**config.mk**
```make
export PLATFORM = sky130hd
export DESIGN_NAME = go_back_n_window_engine
export DESIGN_NICKNAME = d
export VERILOG_FILES = /design/src/design/gbn_pkg.sv /design/src/design/go_back_n_window_engine.sv /design/src/design/gbn_ram.sv /design/src/design/gbn_fifo.sv /design/src/design/gbn_front.sv /design/src/design/gbn_back.sv
export SDC_FILE = /design/constraint.sdc
export NUM_CORES = 1
export LEC_CHECK = 0
export BUFFER_PORTS_ARGS = -buffer_cell sky130_fd_sc_hd__buf_2
export CELL_PAD_IN_SITES_DETAIL_PLACEMENT = 1
export CELL_PAD_IN_SITES_GLOBAL_PLACEMENT = 1
export CORE_UTILIZATION = 46
export CTS_CLUSTER_DIAMETER = 40
export CTS_CLUSTER_SIZE = 30
export DETAILED_ROUTE_END_ITERATION = 16
export PLACE_DENSITY_LB_ADDON = 0.1
export RECOVER_POWER = 25
export SETUP_SLACK_MARGIN = 0.05
export SYNTH_ARGS = -nofsm -noshare
export SYNTH_HDL_FRONTEND = slang
export SYNTH_SLANG_ARGS = --single-unit
```
**constraint.sdc**
```tcl
create_clock -name clk_i -period 9.6 [get_ports clk_i]
set_clock_uncertainty 0.1 [all_clocks]
set_input_delay 1.44 -clock clk_i [delete_from_list [all_inputs] [get_ports clk_i]]
set_output_delay 1.44 -clock clk_i [all_outputs]
set_load 0.03 [all_outputs]
```
**src/design/gbn_pkg.sv**
```systemverilog
// ----------------------------------------------------------------------------
// Go-back-N window engine package
// Shared types and constants for the front end, the plan queue and the back
// end of the go-back-N window engine.
// ----------------------------------------------------------------------------
package gbn_pkg;

  localparam int unsigned SEQ_W       = 3;
  localparam int unsigned DATA_W      = 64;
  localparam int unsigned SEQ_MOD     = 8;
  localparam int unsigned QUEUE_DEPTH = 2;

  typedef logic [SEQ_W-1:0] seq_t;

  localparam seq_t MAX_SEQ = 3'd7;

  typedef enum logic [1:0] {
    CMD_PACKET    = 2'd0,
    CMD_ARRIVAL   = 2'd1,
    CMD_TIMEOUT   = 2'd2,
    CMD_CKSUM_ERR = 2'd3
  } cmd_e;

  typedef enum logic [1:0] {
    RES_SEND    = 2'd0,
    RES_DELIVER = 2'd1,
    RES_STOP    = 2'd2,
    RES_STATUS  = 2'd3
  } result_e;

  typedef enum logic [1:0] {
    PLAN_SEND,
    PLAN_ARRIVAL,
    PLAN_RESEND,
    PLAN_STATUS
  } plan_e;

  typedef enum logic {
    BK_IDLE,
    BK_RUN
  } back_state_e;

  typedef struct packed {
    plan_e             kind;
    seq_t              start;
    seq_t              ack;
    seq_t              count;
    logic              deliver;
    logic              refused;
    logic              net_en;
    logic [DATA_W-1:0] payload;
  } plan_t;

  typedef struct packed {
    logic              we;
    seq_t              addr;
    logic [DATA_W-1:0] data;
  } buf_wr_t;

  typedef struct packed {
    logic done_resend;
    logic resend_active;
  } back_status_t;

endpackage

```
**src/design/go_back_n_window_engine.sv**
```systemverilog
// ----------------------------------------------------------------------------
// Go-back-N window engine
// Combined go-back-N sender and receiver, one event per input beat.
// ----------------------------------------------------------------------------
// The front end takes one event per cycle while the plan queue has room and
// hands a plan to the back end, which loads the plan and then emits the
// event's result beats one per cycle while the output is not stalled; a
// timeout can produce up to seven beats and a frame arrival up to eight. A
// packet-ready event is held off while a timeout's retransmissions are still
// queued or in progress, since those read the outbound buffer slots that new
// packets would write.
module go_back_n_window_engine import gbn_pkg::*; #(
  parameter int unsigned PacketBytes = 8
) (
  input  logic              clk_i,
  input  logic              rst_ni,
  input  logic              in_valid_i,
  output logic              in_ready_o,
  input  logic [1:0]        command_i,
  input  logic [2:0]        frame_seq_i,
  input  logic [2:0]        frame_ack_i,
  input  logic [63:0]       payload_i,
  output logic              out_valid_o,
  input  logic              out_ready_i,
  output logic [1:0]        result_kind_o,
  output logic [2:0]        out_seq_o,
  output logic [2:0]        out_ack_o,
  output logic [63:0]       out_payload_o,
  output logic              refused_o,
  output logic              network_enable_o,
  output logic              last_o
);

  logic              push;
  plan_t             push_plan;
  logic              full;
  logic              pop;
  plan_t             pop_plan;
  logic              empty;
  buf_wr_t           buf_wr;
  back_status_t      back_status;
  seq_t              raddr;
  logic [DATA_W-1:0] rdata;

  gbn_front #(
    .PacketBytes(PacketBytes)
  ) u_front (
    .clk_i        (clk_i),
    .rst_ni       (rst_ni),
    .in_valid_i   (in_valid_i),
    .in_ready_o   (in_ready_o),
    .command_i    (command_i),
    .frame_seq_i  (frame_seq_i),
    .frame_ack_i  (frame_ack_i),
    .payload_i    (payload_i),
    .push_o       (push),
    .plan_o       (push_plan),
    .full_i       (full),
    .buf_wr_o     (buf_wr),
    .back_status_i(back_status)
  );

  gbn_fifo u_fifo (
    .clk_i      (clk_i),
    .rst_ni     (rst_ni),
    .push_i     (push),
    .push_data_i(push_plan),
    .full_o     (full),
    .pop_i      (pop),
    .pop_data_o (pop_plan),
    .empty_o    (empty)
  );

  gbn_ram #(
    .Width(DATA_W),
    .Depth(SEQ_MOD)
  ) u_buf (
    .clk_i  (clk_i),
    .we_i   (buf_wr.we),
    .waddr_i(buf_wr.addr),
    .wdata_i(buf_wr.data),
    .raddr_i(raddr),
    .rdata_o(rdata)
  );

  gbn_back u_back (
    .clk_i           (clk_i),
    .rst_ni          (rst_ni),
    .plan_i          (pop_plan),
    .empty_i         (empty),
    .pop_o           (pop),
    .raddr_o         (raddr),
    .rdata_i         (rdata),
    .status_o        (back_status),
    .out_valid_o     (out_valid_o),
    .out_ready_i     (out_ready_i),
    .result_kind_o   (result_kind_o),
    .out_seq_o       (out_seq_o),
    .out_ack_o       (out_ack_o),
    .out_payload_o   (out_payload_o),
    .refused_o       (refused_o),
    .network_enable_o(network_enable_o),
    .last_o          (last_o)
  );

  assert property (@(posedge clk_i) disable iff (!rst_ni)
      buf_wr.we |-> !back_status.resend_active)
    else $error("Outbound buffer written during a retransmission.");

endmodule

```
**src/design/gbn_ram.sv**
```systemverilog
// ----------------------------------------------------------------------------
// Generic RAM
// Single write port and single read port with registered read data.
// ----------------------------------------------------------------------------
module gbn_ram #(
  parameter int unsigned Width = 64,
  parameter int unsigned Depth = 8
) (
  input  logic                     clk_i,
  input  logic                     we_i,
  input  logic [$clog2(Depth)-1:0] waddr_i,
  input  logic [Width-1:0]         wdata_i,
  input  logic [$clog2(Depth)-1:0] raddr_i,
  output logic [Width-1:0]         rdata_o
);

  logic [Width-1:0] mem_q [Depth];
  logic [Width-1:0] rdata_q;

  always_ff @(posedge clk_i) begin
    if (we_i) begin
      mem_q[waddr_i] <= wdata_i;
    end
    rdata_q <= mem_q[raddr_i];
  end

  assign rdata_o = rdata_q;

endmodule

```
**src/design/gbn_fifo.sv**
```systemverilog
// ----------------------------------------------------------------------------
// Go-back-N plan queue
// Short queue of event plans between the front end and the back end.
// ----------------------------------------------------------------------------
module gbn_fifo import gbn_pkg::*; (
  input  logic  clk_i,
  input  logic  rst_ni,
  input  logic  push_i,
  input  plan_t push_data_i,
  output logic  full_o,
  input  logic  pop_i,
  output plan_t pop_data_o,
  output logic  empty_o
);

  localparam int unsigned PtrW = $clog2(QUEUE_DEPTH);
  localparam int unsigned CntW = $clog2(QUEUE_DEPTH + 1);

  plan_t           slot_q [QUEUE_DEPTH];
  logic [PtrW-1:0] wr_ptr_q, wr_ptr_d;
  logic [PtrW-1:0] rd_ptr_q, rd_ptr_d;
  logic [CntW-1:0] cnt_q, cnt_d;

  assign full_o     = (cnt_q == CntW'(QUEUE_DEPTH));
  assign empty_o    = (cnt_q == '0);
  assign pop_data_o = slot_q[rd_ptr_q];

  always_comb begin
    wr_ptr_d = wr_ptr_q;
    rd_ptr_d = rd_ptr_q;
    if (push_i) begin
      wr_ptr_d = (wr_ptr_q == PtrW'(QUEUE_DEPTH - 1)) ? '0 : wr_ptr_q + PtrW'(1);
    end
    if (pop_i) begin
      rd_ptr_d = (rd_ptr_q == PtrW'(QUEUE_DEPTH - 1)) ? '0 : rd_ptr_q + PtrW'(1);
    end
    cnt_d = cnt_q + CntW'(push_i) - CntW'(pop_i);
  end

  always_ff @(posedge clk_i or negedge rst_ni) begin
    if (!rst_ni) begin
      wr_ptr_q <= '0;
      rd_ptr_q <= '0;
      cnt_q    <= '0;
    end else begin
      wr_ptr_q <= wr_ptr_d;
      rd_ptr_q <= rd_ptr_d;
      cnt_q    <= cnt_d;
    end
  end

  always_ff @(posedge clk_i) begin
    if (push_i) begin
      slot_q[wr_ptr_q] <= push_data_i;
    end
  end

  assert property (@(posedge clk_i) disable iff (!rst_ni) push_i |-> (!full_o || pop_i))
    else $error("Plan queue pushed while full.");
  assert property (@(posedge clk_i) disable iff (!rst_ni) pop_i |-> !empty_o)
    else $error("Plan queue popped while empty.");

endmodule

```
**src/design/gbn_front.sv**
```systemverilog
// ----------------------------------------------------------------------------
// Go-back-N front end
// Accepts events, updates the window state, writes the outbound buffer and
// queues one plan per event for the back end.
// ----------------------------------------------------------------------------
module gbn_front import gbn_pkg::*; #(
  parameter int unsigned PacketBytes = 8
) (
  input  logic                clk_i,
  input  logic                rst_ni,
  input  logic                in_valid_i,
  output logic                in_ready_o,
  input  logic [1:0]          command_i,
  input  seq_t                frame_seq_i,
  input  seq_t                frame_ack_i,
  input  logic [DATA_W-1:0]   payload_i,
  output logic                push_o,
  output plan_t               plan_o,
  input  logic                full_i,
  output buf_wr_t             buf_wr_o,
  input  back_status_t        back_status_i
);

  localparam logic [DATA_W-1:0] PayMask = (PacketBytes >= 8) ? {DATA_W{1'b1}} :
      ((DATA_W'(1) << (8 * PacketBytes)) - DATA_W'(1));
  localparam int unsigned RsW = $clog2(QUEUE_DEPTH + 2);

  seq_t next_q, next_d;
  seq_t oldest_q, oldest_d;
  seq_t expected_q, expected_d;
  seq_t count_q, count_d;
  logic [RsW-1:0] resend_q, resend_d;

  logic              accept;
  logic [DATA_W-1:0] data;
  seq_t              ack_span;
  seq_t              retire;
  logic              match;
  plan_t             plan;
  logic              write_en;

  assign data       = payload_i & PayMask;
  assign in_ready_o = !full_i &&
                      !((command_i == CMD_PACKET) && (resend_q != '0));
  assign accept     = in_valid_i && in_ready_o;

  always_comb begin
    next_d       = next_q;
    oldest_d     = oldest_q;
    expected_d   = expected_q;
    count_d      = count_q;
    write_en     = 1'b0;
    plan         = '0;
    plan.kind    = PLAN_STATUS;
    plan.ack     = expected_q + MAX_SEQ;
    plan.payload = data;
    match        = (frame_seq_i == expected_q);
    ack_span     = frame_ack_i - oldest_q;
    retire       = (ack_span < count_q) ? ack_span + seq_t'(1) : '0;
    case (cmd_e'(command_i))
      CMD_PACKET: begin
        if (count_q < MAX_SEQ) begin
          write_en   = 1'b1;
          plan.kind  = PLAN_SEND;
          plan.start = next_q;
          next_d     = next_q + seq_t'(1);
          count_d    = count_q + seq_t'(1);
        end else begin
          plan.refused = 1'b1;
        end
      end
      CMD_ARRIVAL: begin
        plan.start   = oldest_q;
        plan.count   = retire;
        plan.deliver = match;
        if (match) begin
          expected_d = expected_q + seq_t'(1);
        end
        oldest_d = oldest_q + retire;
        count_d  = count_q - retire;
        if (match || (retire != '0)) begin
          plan.kind = PLAN_ARRIVAL;
        end
      end
      CMD_TIMEOUT: begin
        if (count_q != '0) begin
          plan.kind  = PLAN_RESEND;
          plan.start = oldest_q;
          plan.count = count_q;
        end
      end
      default: begin
        plan.kind = PLAN_STATUS;
      end
    endcase
    plan.net_en = (count_d < MAX_SEQ);
    resend_d = resend_q + RsW'(accept && (plan.kind == PLAN_RESEND))
             - RsW'(back_status_i.done_resend);
  end

  assign push_o   = accept;
  assign plan_o   = plan;
  assign buf_wr_o = '{we: accept && write_en, addr: next_q, data: data};

  always_ff @(posedge clk_i or negedge rst_ni) begin
    if (!rst_ni) begin
      next_q     <= '0;
      oldest_q   <= '0;
      expected_q <= '0;
      count_q    <= '0;
      resend_q   <= '0;
    end else begin
      if (accept) begin
        next_q     <= next_d;
        oldest_q   <= oldest_d;
        expected_q <= expected_d;
        count_q    <= count_d;
      end
      resend_q <= resend_d;
    end
  end

  assert property (@(posedge clk_i) disable iff (!rst_ni) (next_q - oldest_q) == count_q)
    else $error("Window pointers disagree with the outstanding count.");

endmodule

```
**src/design/gbn_back.sv**
```systemverilog
// ----------------------------------------------------------------------------
// Go-back-N back end
// Expands each queued plan into its result beats, one beat per cycle while the
// output is not stalled, and reads the outbound buffer for retransmissions.
// ----------------------------------------------------------------------------
module gbn_back import gbn_pkg::*; (
  input  logic              clk_i,
  input  logic              rst_ni,
  input  plan_t             plan_i,
  input  logic              empty_i,
  output logic              pop_o,
  output seq_t              raddr_o,
  input  logic [DATA_W-1:0] rdata_i,
  output back_status_t      status_o,
  output logic              out_valid_o,
  input  logic              out_ready_i,
  output logic [1:0]        result_kind_o,
  output seq_t              out_seq_o,
  output seq_t              out_ack_o,
  output logic [DATA_W-1:0] out_payload_o,
  output logic              refused_o,
  output logic              network_enable_o,
  output logic              last_o
);

  back_state_e state_q, state_d;
  plan_t       plan_q, plan_d;
  seq_t        seq_q, seq_d;
  seq_t        rem_q, rem_d;
  logic        dlv_q, dlv_d;
  logic        out_valid_q;

  logic              can_load;
  logic              load;
  result_e           res_kind;
  seq_t              res_seq;
  seq_t              res_ack;
  logic [DATA_W-1:0] res_data;
  logic              res_refused;
  logic              res_last;

  assign can_load = !out_valid_q || out_ready_i;

  always_comb begin
    res_kind    = RES_STATUS;
    res_seq     = '0;
    res_ack     = '0;
    res_data    = '0;
    res_refused = 1'b0;
    res_last    = 1'b1;
    case (plan_q.kind)
      PLAN_SEND: begin
        res_kind = RES_SEND;
        res_seq  = seq_q;
        res_ack  = plan_q.ack;
        res_data = plan_q.payload;
      end
      PLAN_ARRIVAL: begin
        if (dlv_q) begin
          res_kind = RES_DELIVER;
          res_data = plan_q.payload;
          res_last = (rem_q == '0);
        end else begin
          res_kind = RES_STOP;
          res_seq  = seq_q;
          res_last = (rem_q == seq_t'(1));
        end
      end
      PLAN_RESEND: begin
        res_kind = RES_SEND;
        res_seq  = seq_q;
        res_ack  = plan_q.ack;
        res_data = rdata_i;
        res_last = (rem_q == seq_t'(1));
      end
      default: begin
        res_refused = plan_q.refused;
      end
    endcase
  end

  always_comb begin
    state_d  = state_q;
    plan_d   = plan_q;
    seq_d    = seq_q;
    rem_d    = rem_q;
    dlv_d    = dlv_q;
    pop_o    = 1'b0;
    load     = 1'b0;
    status_o = '0;
    status_o.resend_active = (state_q == BK_RUN) && (plan_q.kind == PLAN_RESEND);
    case (state_q)
      BK_IDLE: begin
        if (!empty_i) begin
          pop_o   = 1'b1;
          plan_d  = plan_i;
          seq_d   = plan_i.start;
          rem_d   = plan_i.count;
          dlv_d   = plan_i.deliver;
          state_d = BK_RUN;
        end
      end
      BK_RUN: begin
        if (can_load) begin
          load = 1'b1;
          if (dlv_q) begin
            dlv_d = 1'b0;
          end else begin
            seq_d = seq_q + seq_t'(1);
            rem_d = rem_q - seq_t'(1);
          end
          if (res_last) begin
            state_d              = BK_IDLE;
            status_o.done_resend = (plan_q.kind == PLAN_RESEND);
          end
        end
      end
      default: begin
        state_d = BK_IDLE;
      end
    endcase
  end

  assign raddr_o = seq_d;

  always_ff @(posedge clk_i or negedge rst_ni) begin
    if (!rst_ni) begin
      state_q     <= BK_IDLE;
      out_valid_q <= 1'b0;
    end else begin
      state_q     <= state_d;
      out_valid_q <= load || (out_valid_q && !out_ready_i);
    end
  end

  always_ff @(posedge clk_i) begin
    plan_q <= plan_d;
    seq_q  <= seq_d;
    rem_q  <= rem_d;
    dlv_q  <= dlv_d;
    if (load) begin
      result_kind_o    <= res_kind;
      out_seq_o        <= res_seq;
      out_ack_o        <= res_ack;
      out_payload_o    <= res_data;
      refused_o        <= res_refused;
      network_enable_o <= plan_q.net_en;
      last_o           <= res_last;
    end
  end

  assign out_valid_o = out_valid_q;

  assert property (@(posedge clk_i) disable iff (!rst_ni)
      (state_q == BK_RUN) && (plan_q.kind == PLAN_RESEND) |-> rem_q != '0)
    else $error("Retransmission plan running with no frames left.");

endmodule

```
==> Word level (Yosys, flattened, before mapping) <==
Memories as Yosys holds them, arrays and structs flattened. A register that Yosys moved wholly into a read port is not among the register bits.
Cells that the tools add are included.
{ "totals": {"wordCells": 137, "in_bits": 76, "n_memories": 2, "ff_bits": 173, "mem_bits_rw": 668} }
{ "op_classes": {"reduce_logical": 28, "bitwise": 2, "n_addsub": 16, "order_cmp": 3, "mux": 50, "eq_ne": 11} }
{ "mem_list": {"columns": ["name", "words", "width", "read_ports", "rd_ports_with_merged_regs", "wr", "line", "rtl"], "rows": [
  ["u_buf.mem_q", 8, 64, 1, 1, 1, "gbn_ram.sv:17", "logic [Width-1:0] mem_q [Depth];"],
  ["u_fifo.slot_q", 2, 78, 1, 0, 1, "gbn_fifo.sv:19", "plan_t slot_q [QUEUE_DEPTH];"]
]} }
{ "op_table": {"columns": ["cell", "n"], "rows": [
  ["64-bit one-hot mux with 3 select lines", 1],
  ["64-bit two-way mux", 1],
  ["3-bit two-way mux", 10],
  ["3-bit one-hot mux with 2 select lines", 5],
  ["1-bit two-way mux", 23],
  ["3-bit by 1-bit adder with 3-bit output (second input constant)", 5],
  ["3-bit one-hot mux with 3 select lines", 1],
  ["3-bit AND reduction", 3],
  ["2-bit equality test (second input constant)", 4],
  ["1-bit logical AND", 6],
  ["2-bit logical NOT", 3],
  ["3-bit < comparator (second input constant)", 2],
  ["2-bit != test (second input constant)", 3],
  ["1-bit one-hot mux with 2 select lines", 3],
  ["2-bit one-hot mux with 3 select lines", 1],
  ["2-bit AND reduction", 3],
  ["3-bit nonzero test", 2],
  ["3-bit subtractor", 2],
  ["5-bit two-way mux", 1],
  ["2-bit by 1-bit adder with 2-bit output", 2],
  ["2-bit by 1-bit equality test with 1-bit output (second input constant)", 2],
  ["1-bit logical NOT", 4],
  ["2-bit two-way mux", 2],
  ["4-bit two-way mux", 1],
  ["other kinds (15)", 20]
]} }

==> Longest topological paths before layout <==
{ "logic_depth": {"ltp_word": 11, "depth_mapped": 15, "depth_no_buf": 15} }

==> Modules after synthesis <==
From an unflattened synthesis, not the netlist that was laid out.
{ "hier_totals": {"hier_cells": 1730, "hier_area_um2": 34881.0} }
{ "modules_own_cells": {"columns": ["mod", "instances", "area_per_inst_um2", "cells_per_inst"], "rows": [
  ["gbn_ram", 1, 20547.2, 816],
  ["gbn_back", 1, 6125.9, 373],
  ["gbn_fifo", 1, 5860.6, 258],
  ["gbn_front", 1, 2347.3, 283]
]} }

==> Worst setup path after synthesis <==
Ideal clock, no wire load.
{ "synth_path": {"path_type": "in2reg", "startpoint": "input command_i[0]", "endpoint": "memory u_buf.mem_q[0][0], enable pin", "t_arrival_ns": 7.247, "slack_ns": 1.688, "path_stages": 8, "cell_sequence": "inv_1 -> ha_1 -> clkbuf_1 -> o21a_1 -> a211oi_2 -> clkinv_1 -> or3_1 -> nor3_1"} }
{ "synth_between": {"elab_chain_len": 8, "elab_cells_between_ends": 9} }
{ "synth_rtl": {"columns": ["item", "line", "rtl"], "rows": [
  ["from (decl)", "go_back_n_window_engine.sv:19", "input logic [1:0] command_i,"],
  ["2-bit logical NOT *", "gbn_front.sv:44, gbn_front.sv:60", null],
  ["1-bit logical AND", "gbn_front.sv:44", "!((command_i == CMD_PACKET) && (resend_q != '0));"],
  ["1-bit logical NOT", "gbn_front.sv:44", null],
  ["1-bit logical AND", "gbn_front.sv:43", "assign in_ready_o = !full_i &&"],
  ["1-bit logical AND", "gbn_front.sv:45", "assign accept = in_valid_i && in_ready_o;"],
  ["1-bit logical AND *", "gbn_front.sv:103", "assign buf_wr_o = '{we: accept && write_en, addr: next_q, data: data};"],
  ["1-bit two-way mux *", "gbn_ram.sv:21", "if (we_i) begin"],
  ["1-bit two-way mux (not written as such) *", "gbn_ram.sv:22", "mem_q[waddr_i] <= wdata_i;"],
  ["to (decl)", "gbn_ram.sv:17", null]
]} }
Mark *: on every way between the ends. The rest lies on a longest branch, timed or not.

==> Worst setup path after layout <==
{ "layout_path": {"startpoint": "input command_i[0]", "endpoint": "memory u_buf.mem_q[7][29], enable pin"} }
Same word-level chain as after synthesis.

==> run_results.csv <==
group,metric,value,unit
run_status,status,"complete, no violations",
floorplanning,io_pins,153,
sta,rsz0062_at_grt,"false",
global_routing,grt_use_total,21.3,%
floorplanning,die-width,274,um
clock_network,cts_tree,"yes",
sta,min_period_over_period,51.1,%
synth,synth_ff_type,"edfxtp_1",
clock_network,cts_resized,0,
critical_path,crit_path_end_kind,"register",
placement,numPortBuffers,152,
drt,routedWlPerCell,24.4,um
synth,synth.most_common_cell,"edfxtp_1",
cells_and_area,fin_nets,2255,
critical_path,crit_path_start_kind,"input pin",
sta,holdWs,338,ps
drt,drc,0,
synth,syn_avg_cell_area,17.5,um2
synth,syn_nets,2049,
global_routing,grt-ovfl-total,0,
clock_network,h-tree-depth,3,
clock_network,clock_latency,680,ps
clock_network,cts_buffers,121,
power_and_ir_drop,leakage,14.0,nW
drt,drt_iter0_drc,1110,
floorplanning,core,73000,um2
synth,synth_common_cells,"818 x edfxtp_1, 145 x nand2_1, 130 x mux2_2",
sta,final_hold_viol_count,0,
cells_and_area,stdcell_count,3213,
floorplanning,die_h,274,um
placement,dp_hpwl,41200,um
sta,slew_headroom,16.8,%
sta,worst_pin_slew,1250,ps
clock_network,clock_path_buffers,3,
power_and_ir_drop,cellPowerDensity,361,nW/um2
cells_and_area,drive_gt1_share,22.0,%
synth,synth_top_family_by_area,"multiplexers",
sta,drv_slew,0,
drt,ant_nets,0,
sta,period_minus_slack,4910,ps
critical_path,slowest_stage,"nor2_4",
critical_path,worstPathArrival,5090,ps
synth,synthAdderAreaFrac,1.25,%
synth,yosys.area_share.simple,4.49,%
critical_path,cp.required,9790,ps
placement,dp.cells,2983,
clock_network,clk_pin_slew,60,ps
synth,synth_compound_area_share,5.06,%
drt,num_vias,17600,
cells_and_area,area_delta_synth_final,17.7,%
synth,synth_area_leaders,"edfxtp_1 72%, mux2_2 4.3%, dfxtp_1 4.0%",
global_routing,grt_pass1_wl,119000,um
critical_path,cp_cell_sequence,"buf_2 -> inv_1 -> ha_1 -> o21a_1 -> a211oi_2 -> clkinv_1 -> nor2_1 -> nand2_1 -> nor2_4 -> buf_4",
synth,synth-edff-count,818,
floorplanning,num_rows,99,
clock_network,cts_setup_buffers,0,
placement,place.gp.congestion,0.733,
sta,setup_viol,0,
placement,dp_worst_setup_slack,3980,ps
synth,yosysTopAreaCell,"edfxtp_1",
power_and_ir_drop,peakVddDrop,0.382,mV
hold_path,hold_class,"reg2reg",
synth,async_flop_share,2.21,%
sta,timing.setup.tns,0,ps
clock_network,cts.sinks,905,
sta,fmax,204,MHz
synth,synth_warnings,0,
synth,synthCells,1941,
synth,yosysSeqAreaShare,77.9,%
global_routing,antenna_found_initial,5,
power_and_ir_drop,total_power,14.4,mW
synth,syn_area,33900,um2
synth,synth_top_cell_area_share,72.4,%
global_routing,grt_pass1_vias,19200,
critical_path,critPathKind,"in2reg",
global_routing,grt_max_degree,145,
synth,synthDistinctLibCells,59,
cells_and_area,antenna_cells,0,
synth,synth_xor_area_share,0.660,%
floorplanning,fp.dieArea,74800,um2
synth,synth_seq_cells,905,
synth,synth_mux_area_share,8.89,%
clock_network,postCtsHoldBufs,0,
clock_network,cts_root_buf,"clkbuf_16",
critical_path,cpPeakStageDelay,760,ps
drt,drt-pass1-iter-count,5,
floorplanning,initial_utilization,46.5,%
sta,fin_ws,4690,ps
drt,vias_per_cell,5.47,
drt,drt-total-wl,78500,um
run,maxCapViolCount,0,
critical_path,critPathMaxFanout,42,
worst paths after layout:
kind                                                  start                                end  slack, ps  depth (start not counted)
worst max-delay path                           command_i[0]       u_buf.mem_q[7][29]$_DFFE_PP_       4690                         10
worst min-delay path            u_back.plan_q[64]$_DFFE_PP_  u_back.network_enable_o$_DFFE_PP_        340                          0
worst max register to register  u_fifo.rd_ptr_q$_DFFE_PN0P_           u_buf.rdata_o[6]$_DFF_P_       4860                          7
worst min register to register  u_back.plan_q[64]$_DFFE_PP_  u_back.network_enable_o$_DFFE_PP_        340                          0
max in group asynchronous                            rst_ni        u_fifo.rd_ptr_q$_DFFE_PN0P_       7590                          1
min in group asynchronous                            rst_ni  u_front.expected_q[2]$_DFFE_PN0P_        920                          1
layer usage:
metal / vias up / track usage (%) / part of all wire (%)
li1: 7929 / - / -
met1: 9193 / 28.6 / 44
met2: 364 / 36.0 / 50
met3: 100 / 3.28 / 4.0
met4: 4 / 5.98 / 1.7
met5: - / 0 / 0.036
logic make-up after synthesis:
group                    Yosys count
multiplexers                     275
AND/OR/NAND/NOR                  337
AO/OA/AOI/OAI                    239
adder cells (fa/ha/maj)           32
buffers and inverters            129
flip-flops                       905
XOR/XNOR                          24
critical path: cells and delay by family:
kind,cells,cell delay (ps)
compound gates,2,500
fa+ha+maj,1,300
buf+inv,4,1350
simple gates,3,1460
sequential cells by signal, summed over array words and instances (netlist names), 2 cells and up:
| name | cells |
|---|---|
| u_back.out_ack_o | 3 |
| u_back.out_payload_o | 64 |
| u_back.out_seq_o | 3 |
| u_back.plan_q | 71 |
| u_back.rem_q | 3 |
| u_back.result_kind_o | 2 |
| u_back.seq_q | 3 |
| u_buf.mem_q | 512 |
| u_buf.rdata_o | 64 |
| u_fifo.cnt_q | 2 |
| u_fifo.slot_q | 156 |
| u_front.count_q | 3 |
| u_front.expected_q | 3 |
| u_front.next_q | 3 |
| u_front.oldest_q | 3 |
| u_front.resend_q | 2 |
layout by cell type, fill, tap and decap left out, drive strengths merged, types with 20 or more instances in the layout:
master  count
edfxtp    818
mux2      205
clkbuf    199
nand2     145
buf       126
nor2       92
a22oi      70
mux2i      70
a211oi     68
dfxtp      67
and3       65
o22ai      64
inv        50
clkinv     40
ha         29
dfrtp      20
layout make-up:
| class | count | area, um2 |
|---|---|---|
| Clock buffer | 144 | 3210 |
| Multi-Input combinational cell | 907 | 7010 |
| Sequential cell | 905 | 26400 |
| Clock inverter | 86 | 1040 |
| Fill cell | 6590 | 33000 |
| Tap cell | 959 | 1200 |
| Timing Repair Buffer | 181 | 922 |
| Inverter | 31 | 124 |
power breakdown:
part / switching, mW / internal (mW)
sequential: 0.303 / 5.17
clock: 1.75 / 2.87
combinational: 2.80 / 1.50
per-stage QoR:
stage / utilization [%] / cell area [um2]
floorplan: - / 33900
global placement: 49.0 / 35700
detailed placement: 49.0 / 35700
CTS: 54.8 / 40000
global route: 54.7 / 39900
finish: 54.7 / 39900
No activity file was read; power rests on OpenSTA's default activity.
